## config.mk

```make
export PLATFORM = sky130hd
export DESIGN_NAME = line_protocol_record_encoder
export DESIGN_NICKNAME = d
export VERILOG_FILES = /design/src/hdl/lpre_pkg.sv /design/src/hdl/lpre_dec.sv /design/src/hdl/line_protocol_record_encoder.sv
export SDC_FILE = /design/constraint.sdc
export NUM_CORES = 1
export LEC_CHECK = 0
export BUFFER_PORTS_ARGS = -buffer_cell sky130_fd_sc_hd__buf_2
export CAP_MARGIN = 20
export CORE_ASPECT_RATIO = 1.5
export CORE_MARGIN = 5
export CORE_UTILIZATION = 28
export CTS_CLUSTER_SIZE = 40
export DETAILED_ROUTE_END_ITERATION = 16
export RECOVER_POWER = 50
export SKIP_CTS_REPAIR_TIMING = 1
export SYNTH_ARGS = -nofsm -noshare
export SYNTH_HDL_FRONTEND = slang
export SYNTH_SLANG_ARGS = --single-unit
```

## constraint.sdc

```tcl
create_clock -name clk -period 8.45 [get_ports clk]
set_input_delay 1.69 -clock clk [delete_from_list [all_inputs] [get_ports clk]]
set_output_delay 1.69 -clock clk [all_outputs]
set_load 0.01 [all_outputs]
```

## src/hdl/lpre_pkg.sv

```systemverilog
`default_nettype none
package lpre_pkg;

  localparam int PENDING_BITS = 32;
  localparam int NUM_BITS     = 64;
  localparam int DEC_DIGITS   = 20;

  typedef enum logic [3:0] {
    CMD_TABLE   = 4'd0,
    CMD_SYMNAME = 4'd1,
    CMD_SYMVAL  = 4'd2,
    CMD_COLNAME = 4'd3,
    CMD_STRVAL  = 4'd4,
    CMD_BOOL    = 4'd5,
    CMD_INT     = 4'd6,
    CMD_AT      = 4'd7,
    CMD_ATNOW   = 4'd8,
    CMD_FLUSH   = 4'd9,
    CMD_EMPTY   = 4'd10
  } cmd_t;

  typedef enum logic [1:0] {
    KIND_TEXT  = 2'd0,
    KIND_FLUSH = 2'd1,
    KIND_ERROR = 2'd2
  } kind_t;

  typedef enum logic [2:0] {
    OS_CONNECTED = 3'd0,
    OS_TABLE     = 3'd1,
    OS_SYMBOL    = 3'd2,
    OS_COLUMN    = 3'd3,
    OS_MAYFLUSH  = 3'd4,
    OS_DEAD      = 3'd5
  } order_t;

  typedef enum logic [2:0] {
    PH_IDLE    = 3'd0,
    PH_TABLE   = 3'd1,
    PH_SYMNAME = 3'd2,
    PH_SYMVAL  = 3'd3,
    PH_COLNAME = 3'd4,
    PH_VALUE   = 3'd5
  } phase_t;

  typedef enum logic [1:0] {
    SQ_IDLE,
    SQ_PRE,
    SQ_NUM,
    SQ_POST
  } seq_t;

  typedef enum logic [1:0] {
    DC_IDLE,
    DC_CONV,
    DC_EMIT
  } dec_t;

  // digit stream from the decimal unit
  typedef struct packed {
    logic       dv;
    logic       dlast;
    logic [3:0] digit;
  } dec_stat_t;

  localparam logic [4:0] OP_TABLE = 5'd1;
  localparam logic [4:0] OP_SYM   = 5'd2;
  localparam logic [4:0] OP_COL   = 5'd4;
  localparam logic [4:0] OP_AT    = 5'd8;
  localparam logic [4:0] OP_FLUSH = 5'd16;

  localparam logic [7:0] CH_EQ    = 8'h3D;
  localparam logic [7:0] CH_SP    = 8'h20;
  localparam logic [7:0] CH_COMMA = 8'h2C;
  localparam logic [7:0] CH_NL    = 8'h0A;
  localparam logic [7:0] CH_CR    = 8'h0D;
  localparam logic [7:0] CH_I     = 8'h69;
  localparam logic [7:0] CH_QUOTE = 8'h22;
  localparam logic [7:0] CH_BSL   = 8'h5C;
  localparam logic [7:0] CH_MINUS = 8'h2D;
  localparam logic [7:0] CH_T     = 8'h74;
  localparam logic [7:0] CH_F     = 8'h66;
  localparam logic [7:0] CH_ZERO  = 8'h30;

  function automatic logic [4:0] allowed(input logic [2:0] os);
    case (os)
      OS_CONNECTED: allowed = OP_TABLE;
      OS_TABLE:     allowed = OP_SYM | OP_COL;
      OS_SYMBOL:    allowed = OP_SYM | OP_COL | OP_AT;
      OS_COLUMN:    allowed = OP_COL | OP_AT;
      OS_MAYFLUSH:  allowed = OP_FLUSH | OP_TABLE;
      default:      allowed = 5'd0;
    endcase
  endfunction

  function automatic logic esc_plain(input logic [7:0] c);
    esc_plain = (c == CH_SP) || (c == CH_COMMA) || (c == CH_EQ) || (c == CH_NL) ||
                (c == CH_CR) || (c == CH_QUOTE) || (c == CH_BSL);
  endfunction

  function automatic logic esc_quoted(input logic [7:0] c);
    esc_quoted = (c == CH_NL) || (c == CH_CR) || (c == CH_QUOTE) || (c == CH_BSL);
  endfunction

endpackage
`default_nettype wire

```

## src/hdl/lpre_dec.sv

```systemverilog
`default_nettype none
// Bit-serial binary to decimal (shift and add-3), then digits out MSB first
// with leading zeros dropped.
module lpre_dec (
  input  wire logic                           clk,
  input  wire logic                           rst,
  input  wire logic                           start,
  input  wire logic [lpre_pkg::NUM_BITS-1:0]  mag,
  input  wire logic                           take,
  output lpre_pkg::dec_stat_t                 stat
);

  localparam int BCD_BITS = 4 * lpre_pkg::DEC_DIGITS;

  lpre_pkg::dec_t state, state_next;
  logic [lpre_pkg::NUM_BITS-1:0] digit_work;
  logic [BCD_BITS-1:0]           bcd, bcd_adj;
  logic [$clog2(lpre_pkg::NUM_BITS)-1:0]     cnt;
  logic [$clog2(lpre_pkg::DEC_DIGITS+1)-1:0] dn;
  logic lead_zero;
  logic nz_seen;

  always_comb begin
    for (int i = 0; i < lpre_pkg::DEC_DIGITS; i++) begin
      if (bcd[4*i +: 4] >= 4'd5) begin
        bcd_adj[4*i +: 4] = bcd[4*i +: 4] + 4'd3;
      end else begin
        bcd_adj[4*i +: 4] = bcd[4*i +: 4];
      end
    end
  end

  // zeros after the first significant digit are real digits
  assign lead_zero = (bcd[BCD_BITS-1 -: 4] == 4'd0) && (dn > 1) && !nz_seen;

  always_comb begin
    state_next = state;
    case (state)
      lpre_pkg::DC_IDLE: if (start) state_next = lpre_pkg::DC_CONV;
      lpre_pkg::DC_CONV: if (cnt == '1) state_next = lpre_pkg::DC_EMIT;
      lpre_pkg::DC_EMIT: if (!lead_zero && take && dn == 1) state_next = lpre_pkg::DC_IDLE;
      default:           state_next = lpre_pkg::DC_IDLE;
    endcase
  end

  always_comb begin
    stat.dv    = (state == lpre_pkg::DC_EMIT) && !lead_zero;
    stat.dlast = (dn == 1);
    stat.digit = bcd[BCD_BITS-1 -: 4];
  end

  always_ff @(posedge clk) begin
    if (rst) begin
      state <= lpre_pkg::DC_IDLE;
    end else begin
      state <= state_next;
    end
    case (state)
      lpre_pkg::DC_IDLE: begin
        if (start) begin
          digit_work <= mag;
          bcd        <= '0;
          cnt        <= '0;
          dn         <= ($clog2(lpre_pkg::DEC_DIGITS+1))'(lpre_pkg::DEC_DIGITS);
          nz_seen    <= 1'b0;
        end
      end
      lpre_pkg::DC_CONV: begin
        bcd        <= {bcd_adj[BCD_BITS-2:0], digit_work[lpre_pkg::NUM_BITS-1]};
        digit_work <= {digit_work[lpre_pkg::NUM_BITS-2:0], 1'b0};
        cnt        <= cnt + 1'b1;
      end
      lpre_pkg::DC_EMIT: begin
        if (lead_zero || take) begin
          bcd <= {bcd[BCD_BITS-5:0], 4'd0};
          dn  <= dn - 1'b1;
        end
        if (take) nz_seen <= 1'b1;
      end
      default: ;
    endcase
  end

endmodule
`default_nettype wire

```

## src/hdl/line_protocol_record_encoder.sv

```systemverilog
`default_nettype none
// channel | handshake           | word
// --------+---------------------+-----------------------------------------
// in      | in_valid / in_stall | command, data_byte, last, number
// out     | out_valid/out_stall | kind, out_byte, end_of_run, pending_bytes
//
// One result word per cycle while out is not stalled and no conversion is under way; a
// byte token puts out 0 to 4 words. int/at: bit-serial conversion (sign and space go out
// meanwhile), then 20 digit positions stepped through one by one (leading zeros too), then
// one suffix byte. in_stall is high until the last result sits in the output register;
// an out stall freezes the sequence. rst (synchronous) returns to expect-table.
module line_protocol_record_encoder (
  input  wire logic        clk,
  input  wire logic        rst,
  input  wire logic        in_valid,
  output logic             in_stall,
  input  wire logic [3:0]  command,
  input  wire logic [7:0]  data_byte,
  input  wire logic        last,
  input  wire logic signed [63:0] number,
  output logic             out_valid,
  input  wire logic        out_stall,
  output logic [1:0]       kind,
  output logic [7:0]       out_byte,
  output logic             end_of_run,
  output logic [31:0]      pending_bytes
);

  localparam logic [lpre_pkg::PENDING_BITS-1:0] CNT_MAX = '1;

  lpre_pkg::seq_t state, state_next;
  logic [2:0] order_state, token_phase;
  logic       first_byte_flag;
  logic [lpre_pkg::PENDING_BITS-1:0] pending_count;

  logic [7:0] q [4];
  logic [2:0] qn;
  logic [1:0] qkind;
  logic       has_num;
  logic [7:0] post_byte;

  // decode of the incoming word
  logic       ok;
  logic [2:0] os_n, ph_n;
  logic       fb_n;
  logic [7:0] pb [4];
  logic [2:0] pn;
  logic [1:0] pk;
  logic       pnum;
  logic [7:0] ppost;
  logic [63:0] mag;
  logic       idle, fresh, acc;

  logic       emit_v, emit_end, ld;
  logic [7:0] emit_byte;
  logic [1:0] emit_kind;
  lpre_pkg::dec_stat_t dstat;
  logic [63:0] pc64;

  assign idle  = token_phase == lpre_pkg::PH_IDLE;
  assign fresh = first_byte_flag;
  assign in_stall = state != lpre_pkg::SQ_IDLE;
  assign acc   = in_valid && !in_stall;
  assign mag   = number[63] ? (64'd0 - number) : number;

  always_comb begin
    ok    = (order_state < lpre_pkg::OS_DEAD);
    os_n  = order_state;
    ph_n  = token_phase;
    fb_n  = first_byte_flag;
    pn    = 3'd0;
    pk    = lpre_pkg::KIND_TEXT;
    pnum  = 1'b0;
    ppost = lpre_pkg::CH_NL;
    for (int i = 0; i < 4; i++) pb[i] = 8'd0;
    if (ok) begin
      case (command)
        lpre_pkg::CMD_TABLE: begin
          ok = idle ? |(lpre_pkg::allowed(order_state) & lpre_pkg::OP_TABLE)
                    : token_phase == lpre_pkg::PH_TABLE;
          ph_n = lpre_pkg::PH_TABLE;
          fb_n = 1'b0;
          if (lpre_pkg::esc_plain(data_byte)) begin pb[pn[1:0]] = lpre_pkg::CH_BSL; pn++; end
          pb[pn[1:0]] = data_byte; pn++;
          if (last) begin
            os_n = lpre_pkg::OS_TABLE;
            ph_n = lpre_pkg::PH_IDLE;
            fb_n = 1'b1;
          end
        end
        lpre_pkg::CMD_SYMNAME: begin
          ok = idle ? |(lpre_pkg::allowed(order_state) & lpre_pkg::OP_SYM)
                    : token_phase == lpre_pkg::PH_SYMNAME;
          if (idle) begin pb[pn[1:0]] = lpre_pkg::CH_COMMA; pn++; end
          ph_n = lpre_pkg::PH_SYMNAME;
          fb_n = 1'b0;
          if (lpre_pkg::esc_plain(data_byte)) begin pb[pn[1:0]] = lpre_pkg::CH_BSL; pn++; end
          pb[pn[1:0]] = data_byte; pn++;
          if (last) begin
            pb[pn[1:0]] = lpre_pkg::CH_EQ; pn++;
            ph_n = lpre_pkg::PH_SYMVAL;
            fb_n = 1'b1;
          end
        end
        lpre_pkg::CMD_SYMVAL: begin
          ok = token_phase == lpre_pkg::PH_SYMVAL;
          fb_n = 1'b0;
          if (lpre_pkg::esc_plain(data_byte)) begin pb[pn[1:0]] = lpre_pkg::CH_BSL; pn++; end
          pb[pn[1:0]] = data_byte; pn++;
          if (last) begin
            os_n = lpre_pkg::OS_SYMBOL;
            ph_n = lpre_pkg::PH_IDLE;
            fb_n = 1'b1;
          end
        end
        lpre_pkg::CMD_COLNAME: begin
          ok = idle ? |(lpre_pkg::allowed(order_state) & lpre_pkg::OP_COL)
                    : token_phase == lpre_pkg::PH_COLNAME;
          if (idle) begin
            pb[pn[1:0]] = |(lpre_pkg::allowed(order_state) & lpre_pkg::OP_SYM) ?
                          lpre_pkg::CH_SP : lpre_pkg::CH_COMMA;
            pn++;
          end
          ph_n = lpre_pkg::PH_COLNAME;
          fb_n = 1'b0;
          if (lpre_pkg::esc_plain(data_byte)) begin pb[pn[1:0]] = lpre_pkg::CH_BSL; pn++; end
          pb[pn[1:0]] = data_byte; pn++;
          if (last) begin
            pb[pn[1:0]] = lpre_pkg::CH_EQ; pn++;
            os_n = lpre_pkg::OS_COLUMN;
            ph_n = lpre_pkg::PH_VALUE;
            fb_n = 1'b1;
          end
        end
        lpre_pkg::CMD_STRVAL: begin
          ok = token_phase == lpre_pkg::PH_VALUE;
          if (fresh) begin pb[pn[1:0]] = lpre_pkg::CH_QUOTE; pn++; end
          fb_n = 1'b0;
          if (lpre_pkg::esc_quoted(data_byte)) begin pb[pn[1:0]] = lpre_pkg::CH_BSL; pn++; end
          pb[pn[1:0]] = data_byte; pn++;
          if (last) begin
            pb[pn[1:0]] = lpre_pkg::CH_QUOTE; pn++;
            ph_n = lpre_pkg::PH_IDLE;
            fb_n = 1'b1;
          end
        end
        lpre_pkg::CMD_BOOL: begin
          ok = token_phase == lpre_pkg::PH_VALUE && fresh;
          pb[0] = number[0] ? lpre_pkg::CH_T : lpre_pkg::CH_F;
          pn = 3'd1;
          ph_n = lpre_pkg::PH_IDLE;
          fb_n = 1'b1;
        end
        lpre_pkg::CMD_INT: begin
          ok = token_phase == lpre_pkg::PH_VALUE && fresh;
          if (number[63]) begin pb[0] = lpre_pkg::CH_MINUS; pn = 3'd1; end
          pnum  = 1'b1;
          ppost = lpre_pkg::CH_I;
          ph_n = lpre_pkg::PH_IDLE;
          fb_n = 1'b1;
        end
        lpre_pkg::CMD_EMPTY: begin
          ok = fresh && (token_phase == lpre_pkg::PH_SYMVAL ||
                         token_phase == lpre_pkg::PH_VALUE);
          if (token_phase == lpre_pkg::PH_SYMVAL) begin
            os_n = lpre_pkg::OS_SYMBOL;
          end else begin
            pb[0] = lpre_pkg::CH_QUOTE;
            pb[1] = lpre_pkg::CH_QUOTE;
            pn = 3'd2;
          end
          ph_n = lpre_pkg::PH_IDLE;
          fb_n = 1'b1;
        end
        lpre_pkg::CMD_AT: begin
          ok = idle && |(lpre_pkg::allowed(order_state) & lpre_pkg::OP_AT);
          pb[0] = lpre_pkg::CH_SP;
          pn = 3'd1;
          if (number[63]) begin pb[1] = lpre_pkg::CH_MINUS; pn = 3'd2; end
          pnum  = 1'b1;
          ppost = lpre_pkg::CH_NL;
          os_n = lpre_pkg::OS_MAYFLUSH;
        end
        lpre_pkg::CMD_ATNOW: begin
          ok = idle && |(lpre_pkg::allowed(order_state) & lpre_pkg::OP_AT);
          pb[0] = lpre_pkg::CH_NL;
          pn = 3'd1;
          os_n = lpre_pkg::OS_MAYFLUSH;
        end
        lpre_pkg::CMD_FLUSH: begin
          ok = idle && |(lpre_pkg::allowed(order_state) & lpre_pkg::OP_FLUSH);
          pk = lpre_pkg::KIND_FLUSH;
          pn = 3'd1;
          os_n = lpre_pkg::OS_CONNECTED;
        end
        default: ok = 1'b0;
      endcase
    end
    if (!ok) begin
      os_n = lpre_pkg::OS_DEAD;
      ph_n = lpre_pkg::PH_IDLE;
      fb_n = 1'b1;
      pk   = lpre_pkg::KIND_ERROR;
      pn   = 3'd1;
      pnum = 1'b0;
      for (int i = 0; i < 4; i++) pb[i] = 8'd0;
    end
  end

  lpre_dec u_dec (
    .clk   (clk),
    .rst   (rst),
    .start (acc && pnum),
    .mag   (mag),
    .take  (state == lpre_pkg::SQ_NUM && ld),
    .stat  (dstat)
  );

  always_comb begin
    emit_v    = 1'b0;
    emit_byte = 8'd0;
    emit_kind = lpre_pkg::KIND_TEXT;
    emit_end  = 1'b0;
    case (state)
      lpre_pkg::SQ_PRE: begin
        emit_v    = 1'b1;
        emit_byte = q[0];
        emit_kind = qkind;
        emit_end  = (qn == 3'd1) && !has_num;
      end
      lpre_pkg::SQ_NUM: begin
        emit_v    = dstat.dv;
        emit_byte = lpre_pkg::CH_ZERO + {4'd0, dstat.digit};
      end
      lpre_pkg::SQ_POST: begin
        emit_v    = 1'b1;
        emit_byte = post_byte;
        emit_end  = 1'b1;
      end
      default: ;
    endcase
  end

  assign ld = emit_v && (!out_valid || !out_stall);

  always_comb begin
    state_next = state;
    case (state)
      lpre_pkg::SQ_IDLE: begin
        if (acc) begin
          if (pn != 3'd0) state_next = lpre_pkg::SQ_PRE;
          else if (pnum)  state_next = lpre_pkg::SQ_NUM;
        end
      end
      lpre_pkg::SQ_PRE: begin
        if (ld && qn == 3'd1) state_next = has_num ? lpre_pkg::SQ_NUM : lpre_pkg::SQ_IDLE;
      end
      lpre_pkg::SQ_NUM:  if (ld && dstat.dlast) state_next = lpre_pkg::SQ_POST;
      lpre_pkg::SQ_POST: if (ld) state_next = lpre_pkg::SQ_IDLE;
      default:           state_next = lpre_pkg::SQ_IDLE;
    endcase
  end

  assign pc64 = 64'(pending_count);

  always_ff @(posedge clk) begin
    if (rst) begin
      state           <= lpre_pkg::SQ_IDLE;
      order_state     <= lpre_pkg::OS_CONNECTED;
      token_phase     <= lpre_pkg::PH_IDLE;
      first_byte_flag <= 1'b1;
      pending_count   <= '0;
      out_valid       <= 1'b0;
    end else begin
      state <= state_next;
      if (acc) begin
        order_state     <= os_n;
        token_phase     <= ph_n;
        first_byte_flag <= fb_n;
      end
      if (ld) begin
        out_valid <= 1'b1;
        if (emit_kind == lpre_pkg::KIND_FLUSH) begin
          pending_count <= '0;
        end else if (emit_kind == lpre_pkg::KIND_TEXT && pending_count != CNT_MAX) begin
          pending_count <= pending_count + 1'b1;
        end
      end else if (!out_stall) begin
        out_valid <= 1'b0;
      end
    end
  end

  always_ff @(posedge clk) begin
    if (acc) begin
      for (int i = 0; i < 4; i++) q[i] <= pb[i];
      qn        <= pn;
      qkind     <= pk;
      has_num   <= pnum;
      post_byte <= ppost;
    end else if (state == lpre_pkg::SQ_PRE && ld) begin
      q[0] <= q[1];
      q[1] <= q[2];
      q[2] <= q[3];
      qn   <= qn - 1'b1;
    end
    if (ld) begin
      kind       <= emit_kind;
      out_byte   <= (emit_kind == lpre_pkg::KIND_TEXT) ? emit_byte : 8'd0;
      end_of_run <= emit_end;
      if (emit_kind == lpre_pkg::KIND_FLUSH) begin
        pending_bytes <= (|pc64[63:32]) ? 32'hFFFF_FFFF : pc64[31:0];
      end else begin
        pending_bytes <= 32'd0;
      end
    end
  end

endmodule
`default_nettype wire
```

==> metrics.md, run 1 <==
| Metric | Value |
|---|---|
| Status | complete, but fails checks |
| Failing checks | capacitance limit, slew limit |
| Starting density of the core | 0.282 |
| Post-synthesis xor/xnor area fraction | 0.0641 |
| Reg2Reg Depth | 7 |
| DRC viols | 0 |
| Clk network pwr share | 0.357 |
| First-pass GRT wire length | 68.0 mm |
| Root cell of the clock tree | clkbuf_16 |
| GP Congestion | 0.875 |
| Max Root-Sink Buffers | 3 |
| Hold Crit Class | flip-flop to flip-flop |
| Largest family of logic cells by synthesized area | simple AND/OR/NAND/NOR gates |
| Reg2reg end | u_dec.bcd[56]$_DFFE_PP_ |
| Async S/R FF share, synth | 0 |
| Core Area | 59,100 um^2 |
| Main synth FF type | edfxtp_1 |
| Overall routing resource usage | 0.125 |
| Final Cycle Share | 0.600 |
| Die width | 209 um |
| Clock Pin Slew Worst Setup and Hold Paths | 0.07 ns |
| Pint | 2.80 mW |
| Reg-to-Reg Start | u_dec.state[0]$_SDFFE_PP0P_ |
| R2R Setup Slk | 3.41 ns |
| H-tree Lvls | 1 |
| Sequential share of power | 0.473 |
| Slew Limit Fails | 308 |
| Cell Pwr Density | 206 nW/um^2 |
| Die height | 309 um |
| Final Critical Period | 5.07 ns |
| Synth unique cells | 74 |
| Worst endpoint required time | 8.95 ns |
| I/O Pins | 126 |
| Clock Skew | 0.0565 ns |
| Ys Warns | 0 |
| Post-DP HPWL | 30.1 mm |
| Port buffer count | 125 |
| Fillers | 6,110 |
| WHS | 0.495 ns |
| Setup crit end kind | flip-flop |
| Switch Pwr | 1.12 mW |
| Mean cell area of the mapped netlist | 9.57 um^2 |
| Compound-Gate Fraction of Synth Area | 0.167 |
| Crit path max-delay family | compound AO/OA/AOI/OAI gates |
| Endpoints failing setup | 0 |
| Final core occ | 0.322 |
| Via count | 13,151 |
| Worst path cell trace | buf_2 > or3_1 > o32ai_1 > nand2_1 > a21oi_1 > ha_1 > nand2_1 > o22ai_1 > a2111o_1 > a211o_1 > o41a_1 > o211a_1 |
| Top cells by area, synth | edfxtp_1, o21ai_0, dfxtp_1 |
| Fmax | 197 MHz |
| Crit path max fanout | 12 |
| Switching share of power | 0.287 |
| WL per Instance | 16.1 um |
| Cell mode on critical path | nand2_1 |
| Register area share after synthesis | 0.483 |
| Largest net degree at the start of global routing | 88 |
| P&R area growth vs syn | 14.1% |
| Row count | 109 |
| Final Hold Viols | 0 |
| Setup_tns | 0 ns |
| Total CTS buffers | 30 |
| Count of nets after finishing | 1,970 |
| CP max stage cell | a21oi_1 |
| Mapped Area | 16,700 um^2 |
| Max Cap Violations | 6 |
| Total gr overflow | 0 |
| Vias per cell | 5.01 |
| Worst slew pin tran | 2.86 ns |
| Leakage | 6.39 nW |
| WL final | 42.3 mm |
| Synth Area in Simple Gates | 0.189 |
| CTS sink count | 283 |
| Clk_lat worst skew | 0.61 ns |
| Buffer and inverter count on the worst path | 1 |
| Unrepaired setup endpoints after global routing | false |
| Worst path max stage delay | 0.50 ns |
| Fraction of the mapped netlist area in adder cells | 0.0465 |
| Flops & latches, synth | 283 |
| Critical path launch point type | input port |
| EDFF count, synth | 239 |
| Syn_nets | 1,886 |
| Ant diodes | 0 |
| Hold Path Origin | pending_count[14]$_SDFFE_PP0P_ |
| Post-synthesis cell count | 1,743 |
| TritonCTS clock tree | done |
| DR iter-0 viols | 807 |
| Router iterations before antenna repair | 5 |
| Hold depth | 2 |
| Cell taking the most area after synthesis | edfxtp_1 |
| Vias in the first global route | 13,273 |
| Hold path endpoint | pending_count[14]$_SDFFE_PP0P_ |
| Peak supply drop | 0.000122 V |
| Crit path kind | input port to flip-flop |
| Worst slew margin | -0.907 |
| Mux cell area share after synthesis | 0.0121 |
| Initial antenna violation count | 2 |
| Share of post-route cells with drive strength above 1 | 0.0935 |
| Die ar. | 64,600 um^2 |
| Top-area cell type share of the netlist area | 0.430 |
| ANT nets after route | 0 |
| Combinational power share | 0.170 |
| Arrival @ worst endpoint | 5.57 ns |
-- sequential cells by signal (all words and copies together), names as in the netlist --
name and count:
token_phase 3, end_of_run 1, out_valid 1, u_dec.dn 5, u_dec.bcd 80, kind 2, q 32, first_byte_flag 1
out_byte 8, has_num 1, pending_bytes 32, order_state 3, qkind 2, u_dec.state 2, post_byte 2, state 2
qn 3, u_dec.nz_seen 1, u_dec.digit_work 64, u_dec.cnt 6, pending_count 32
-- tightest hold or removal path, stage by stage (launching register included) --
cell,delay [ns]
dfxtp_1,0.32
o21ai_0,0.07
a21oi_1,0.06
-- cell type report --
| type | instances | area, um^2 | area share |
|---|---|---|---|
| repair buffers | 140 | 657 | 0.0345 |
| flip-flops and latches | 283 | 8060 | 0.423 |
| well taps | 777 | 972 | 0.0511 |
| inverters | 75 | 282 | 0.0148 |
| clock buffers | 30 | 751 | 0.0394 |
| multi-input cells | 1297 | 8020 | 0.421 |
| clock inverters | 25 | 290 | 0.0153 |
-- cell families (layout without fill, tap and decap cells) --
| group | Yosys count | count (layout) |
|---|---|---|
| AOI/OAI and AO/OA | 466 | 466 |
| xor gates and xnor gates | 122 | 122 |
| adders and majority gates | 62 | 62 |
| buffers and inverters | 163 | 270 |
| DFF | 283 | 283 |
| muxes | 19 | 19 |
| and+or+nand+nor | 628 | 628 |
-- synth_stat cells (5+ instances only) --
library cell	n
nand2b_1	32
nor4_1	8
mux2_2	9
nor2_1	112
a211oi_1	5
a32oi_1	5
nand3b_1	5
a21oi_1	119
a21boi_0	5
clkbuf_1	78
and3_1	8
o31ai_1	41
inv_1	75
ha_1	62
a22oi_1	13
nor3b_1	35
or2_2	13
a22o_1	7
o211ai_1	5
and2_1	42
buf_1	8
nor3_1	30
o21ai_0	200
edfxtp_1	239
nand3_1	28
mux2i_1	10
or4_1	15
xnor2_1	59
dfxtp_1	44
o22ai_1	7
nor2b_1	17
nand4_1	11
nand2_1	232
xor2_1	63
or3_1	18
o41ai_1	13
-- worst max path at each step --
stage                                           start                 endpoint  cells past startpoint
after CTS                                data_byte[0]    state[1]$_SDFFE_PP0P_                     12
after global routing      u_dec.state[0]$_SDFFE_PP0P_  u_dec.bcd[56]$_DFFE_PP_                      7
final                                    data_byte[0]    state[1]$_SDFFE_PP0P_                     12
after detailed placement                 data_byte[0]    state[1]$_SDFFE_PP0P_                     12
after global placement                   data_byte[0]    state[1]$_SDFFE_PP0P_                     12
after floorplan                            command[3]   u_dec.bcd[0]$_DFFE_PP_                      8
-- power groups by stage --
stage | clock network (mW) | registers, mW | logic [mW]
final | 1.40 | 1.85 | 0.666
after global routing | 1.50 | 1.88 | 0.752
after CTS | 1.45 | 1.85 | 0.689
after detailed placement | 0 | 1.88 | 0.686
after global placement | 0 | 1.88 | 0.672
after floorplan | 0 | 1.88 | 0.454
-- per-layer routing --
layer / routed length (um) / vias up / GRT usage
met5: 20 / - / 0
met4: 949 / 2 / 0.0392
met3: 1750 / 58 / 0.0172
met2: 22600 / 273 / 0.240
met1: 16900 / 6362 / 0.142
li1: - / 6456 / -
-- cell usage in the layout (no fill, tap or decap), types with 10 or more instances in the layout --
cell type / instances
and2_0: 25
inv_1: 75
clkbuf_1: 53
a21oi_1: 119
or2_2: 11
nand4_1: 11
mux2i_1: 10
and2_1: 17
or3_1: 18
nor2b_1: 17
nor3b_1: 34
nand2_1: 231
a22oi_1: 13
xor2_1: 63
ha_1: 62
o31ai_1: 41
clkbuf_16: 30
o21ai_0: 200
edfxtp_1: 239
buf_2: 78
xnor2_1: 59
o41ai_1: 13
or4_1: 15
nor2_1: 111
nand3_1: 28
nand2b_1: 32
nor3_1: 29
dfxtp_1: 44
-- metrics by stage --
| step | power (mW) | setup slack (ns) | cell area (um^2) | instances |
|---|---|---|---|---|
| 2_1_floorplan | 2.33 | 1.80 | 16700 | 1743 |
| 3_3_place_gp | 2.55 | 2.92 | 18100 | 2572 |
| 3_5_place_dp | 2.57 | 2.90 | 18100 | 2572 |
| 4_1_cts | 3.99 | 3.55 | 19100 | 2627 |
| 5_1_grt | 4.12 | 2.80 | 19000 | 2627 |
| 6_report | 3.92 | 3.38 | 19000 | 2627 |
No activity file was read; power rests on OpenSTA's default activity.
==> run 2, diff against run 1 <==
- clock period: 8.45 -> 4.1 ns (I/O delays scaled with it)
==> run 2 against run 1 <==
  * The flow still finishes with violations (capacitance limit, slew limit)
  * Register-to-register slack got worse by 2.6 ns
  * Combinational power is 120% higher
  * Critical path depth decreased by 4
  * Die area unchanged
  * Global-route usage is 0.11 points higher
  * Critical path type unchanged
  * Largest power group unchanged
==> metrics.md, run 2 (synthesized netlist as in run 1, its figures left out) <==
| Metric | Value |
|---|---|
| Ant diodes | 0 (unchanged) |
| Top Registers | u_dec.bcd x80, u_dec.digit_work x64 (unchanged) |
| Starting density of the core | 0.282 (unchanged) |
| Die height | 309 um (unchanged) |
| Clk_lat worst skew | 0.61 ns (about the same) |
| GP Congestion | 0.956 (was 0.875) |
| Clk network pwr share | 0.381 (was 0.357) |
| Fillers | 6,098 (was 6,110) |
| WL final | 42.4 mm (was 42.3 mm) |
| Count of nets after finishing | 2,007 (was 1,970) |
| Switch Pwr | 2.38 mW (was 1.12 mW) |
| Commonest non-fill, non-tap cells in the layout | edfxtp_1, nand2_1, o21ai_0, a21oi_1, nor2_1 (unchanged) |
| Leakage | 6.67 nW (was 6.39 nW) |
| Share of post-route cells with drive strength above 1 | 0.113 (was 0.0935) |
| Buffer and inverter count on the worst path | 2 (was 1) |
| Fmax | 283 MHz |
| Combinational power share | 0.170 (about the same) |
| Vias in the first global route | 13,387 (was 13,273) |
| Most common cell after layout, fill and taps aside | edfxtp_1 (unchanged) |
| Hold Crit Class | flip-flop to flip-flop (unchanged) |
| Most flop-heavy register | u_dec.bcd (unchanged) |
| Clock Pin Slew Worst Setup and Hold Paths | 0.07 ns (about the same) |
| Setup crit end kind | flip-flop (unchanged) |
| Crit path max fanout | 80 (was 12) |
| Vias per cell | 4.97 (was 5.01) |
| P&R area growth vs syn | 16.9% (was 14.1%) |
| Max Cap Violations | 2 (was 6) |
| Total gr overflow | 0 (unchanged) |
| ANT nets after route | 0 (unchanged) |
| Clock Skew | 0.0345 ns (was 0.0565 ns) |
| FF/Latch Area | 8060 um^2 (unchanged) |
| Cell Pwr Density | 435 nW/um^2 (was 206 nW/um^2) |
| Status | complete, but fails checks (unchanged) |
| Initial antenna violation count | 3 (was 2) |
| Worst path cell trace | clkbuf_1 > or4b_1 > o32ai_1 > a31oi_1 > nand3_1 > a21boi_0 > nor3_4 > buf_12 (was buf_2 > or3_1 > o32ai_1 > nand2_1 > a21oi_1 > ha_1 > nand2_1 > o22ai_1 > a2111o_1 > a211o_1 > o41a_1 > o211a_1) |
| Placed instance area | 18,500 um^2 (was 18,100 um^2) |
| Worst endpoint required time | 4.33 ns (was 8.95 ns) |
| Unrepaired setup endpoints after global routing | false (unchanged) |
| Sequential share of power | 0.450 (was 0.473) |
| Row count | 109 (unchanged) |
| Root cell of the clock tree | clkbuf_16 (unchanged) |
| Pint | 6.09 mW (was 2.80 mW) |
| Die ar. | 64,600 um^2 (unchanged) |
| Endpoints failing setup | 0 (unchanged) |
| DR iter-0 viols | 697 (was 807) |
| Switching share of power | 0.281 (was 0.287) |
| Slew Limit Fails | 116 (was 308) |
| Port buffer count | 125 (unchanged) |
| Largest net degree at the start of global routing | 88 (unchanged) |
| CTS sink count | 283 (unchanged) |
| WL per Instance | 15.9 um (was 16.1 um) |
| Max reg flops | 80 (unchanged) |
| Final Critical Period | 3.53 ns |
| Worst slew margin | -0.227 (was -0.907) |
| Crit path kind | input port to flip-flop (unchanged) |
| Via count | 13,260 (was 13,151) |
| Post-Layout Inst Area | 19,500 um^2 (was 19,000 um^2) |
| Final core occ | 0.330 (was 0.322) |
| CP max stage cell | clkbuf_1 (was a21oi_1) |
| Total CTS buffers | 31 (was 30) |
| Arrival @ worst endpoint | 3.76 ns (was 5.57 ns) |
| TritonCTS clock tree | done (unchanged) |
| Overall routing resource usage | 0.126 (was 0.125) |
| Critical path launch point type | input port (unchanged) |
| Failing checks | capacitance limit, slew limit (unchanged) |
| Final Hold Viols | 0 (unchanged) |
| Worst slew pin tran | 1.84 ns (was 2.86 ns) |
| DRC viols | 0 (unchanged) |
| H-tree Lvls | 1 (unchanged) |
| Post-DP HPWL | 30.8 mm (was 30.1 mm) |
| Router iterations before antenna repair | 5 (unchanged) |
| Area of the multi-input gates | 8040 um^2 (was 8020 um^2) |
| Final Cycle Share | 0.861 |
| Max Root-Sink Buffers | 3 (unchanged) |
| Die width | 209 um (unchanged) |
| First-pass GRT wire length | 68.7 mm (was 68.0 mm) |
| Core Area | 59,100 um^2 (unchanged) |
| Crit path max-delay family | buffers and inverters (was compound AO/OA/AOI/OAI gates) |
| I/O Pins | 126 (unchanged) |
| Peak supply drop | 0.000301 V (was 0.000122 V) |
| Worst path max stage delay | 0.75 ns (was 0.50 ns) |
==> run 2: power groups by stage <==
stage          clock network, mW  registers (mW)  logic [mW]
3_5_place_dp                   0            3.87        1.50
5_1_grt                     3.42            3.85        1.62
2_1_floorplan                  0            3.85       0.947
3_3_place_gp                   0            3.86        1.46
4_1_cts                     3.31            3.81        1.50
6_report                    3.23            3.81        1.44
==> run 2: tightest hold or removal path, stage by stage (launching register included) <==
cell,delay [ns]
dfxtp_1,0.32
o21ai_0,0.07
a21oi_1,0.06
==> run 2: layout make-up <==
type                            instances  share of cell area
Tap cell                              777              0.0499
Clock buffer                           35              0.0421
Inverter                               75              0.0144
Multi-Input combinational cell       1297               0.412
Clock inverter                         23              0.0177
Timing Repair Buffer                  176              0.0502
Sequential cell                       283               0.413
==> run 2: worst paths after layout <==
check	start	end	cells past startpoint	slack [ns]
worst max register to register	state[0]$_SDFFE_PP0P_	q[1][0]$_DFFE_PP_	4	0.80
worst min register to register	pending_count[14]$_SDFFE_PP0P_	pending_count[14]$_SDFFE_PP0P_	2	0.50
worst max-delay path	command[2]	u_dec.bcd[27]$_DFFE_PP_	8	0.57
worst min-delay path	pending_count[14]$_SDFFE_PP0P_	pending_count[14]$_SDFFE_PP0P_	2	0.50
==> run 2: routing by layer <==
metal	GRT usage	wire length, um
met1	0.146	16800
met2	0.236	22500
met3	0.0167	1650
met4	0.0454	1430
met5	0	27
==> run 2: per-stage QoR <==
step	std cells	TNS, ns	worst slack [ns]	hold WS, ns	total power [mW]
final	2666	0	0.568	0.498	8.48
after global routing	2666	0	0.279	0.535	8.89
after CTS	2666	0	0.660	0.500	8.63
after detailed placement	2608	0	0.0142	0.490	5.37
after global placement	2608	-0.0312	-0.0312	0.481	5.32
after floorplan	1743	-19.31	-0.186	0.466	4.80
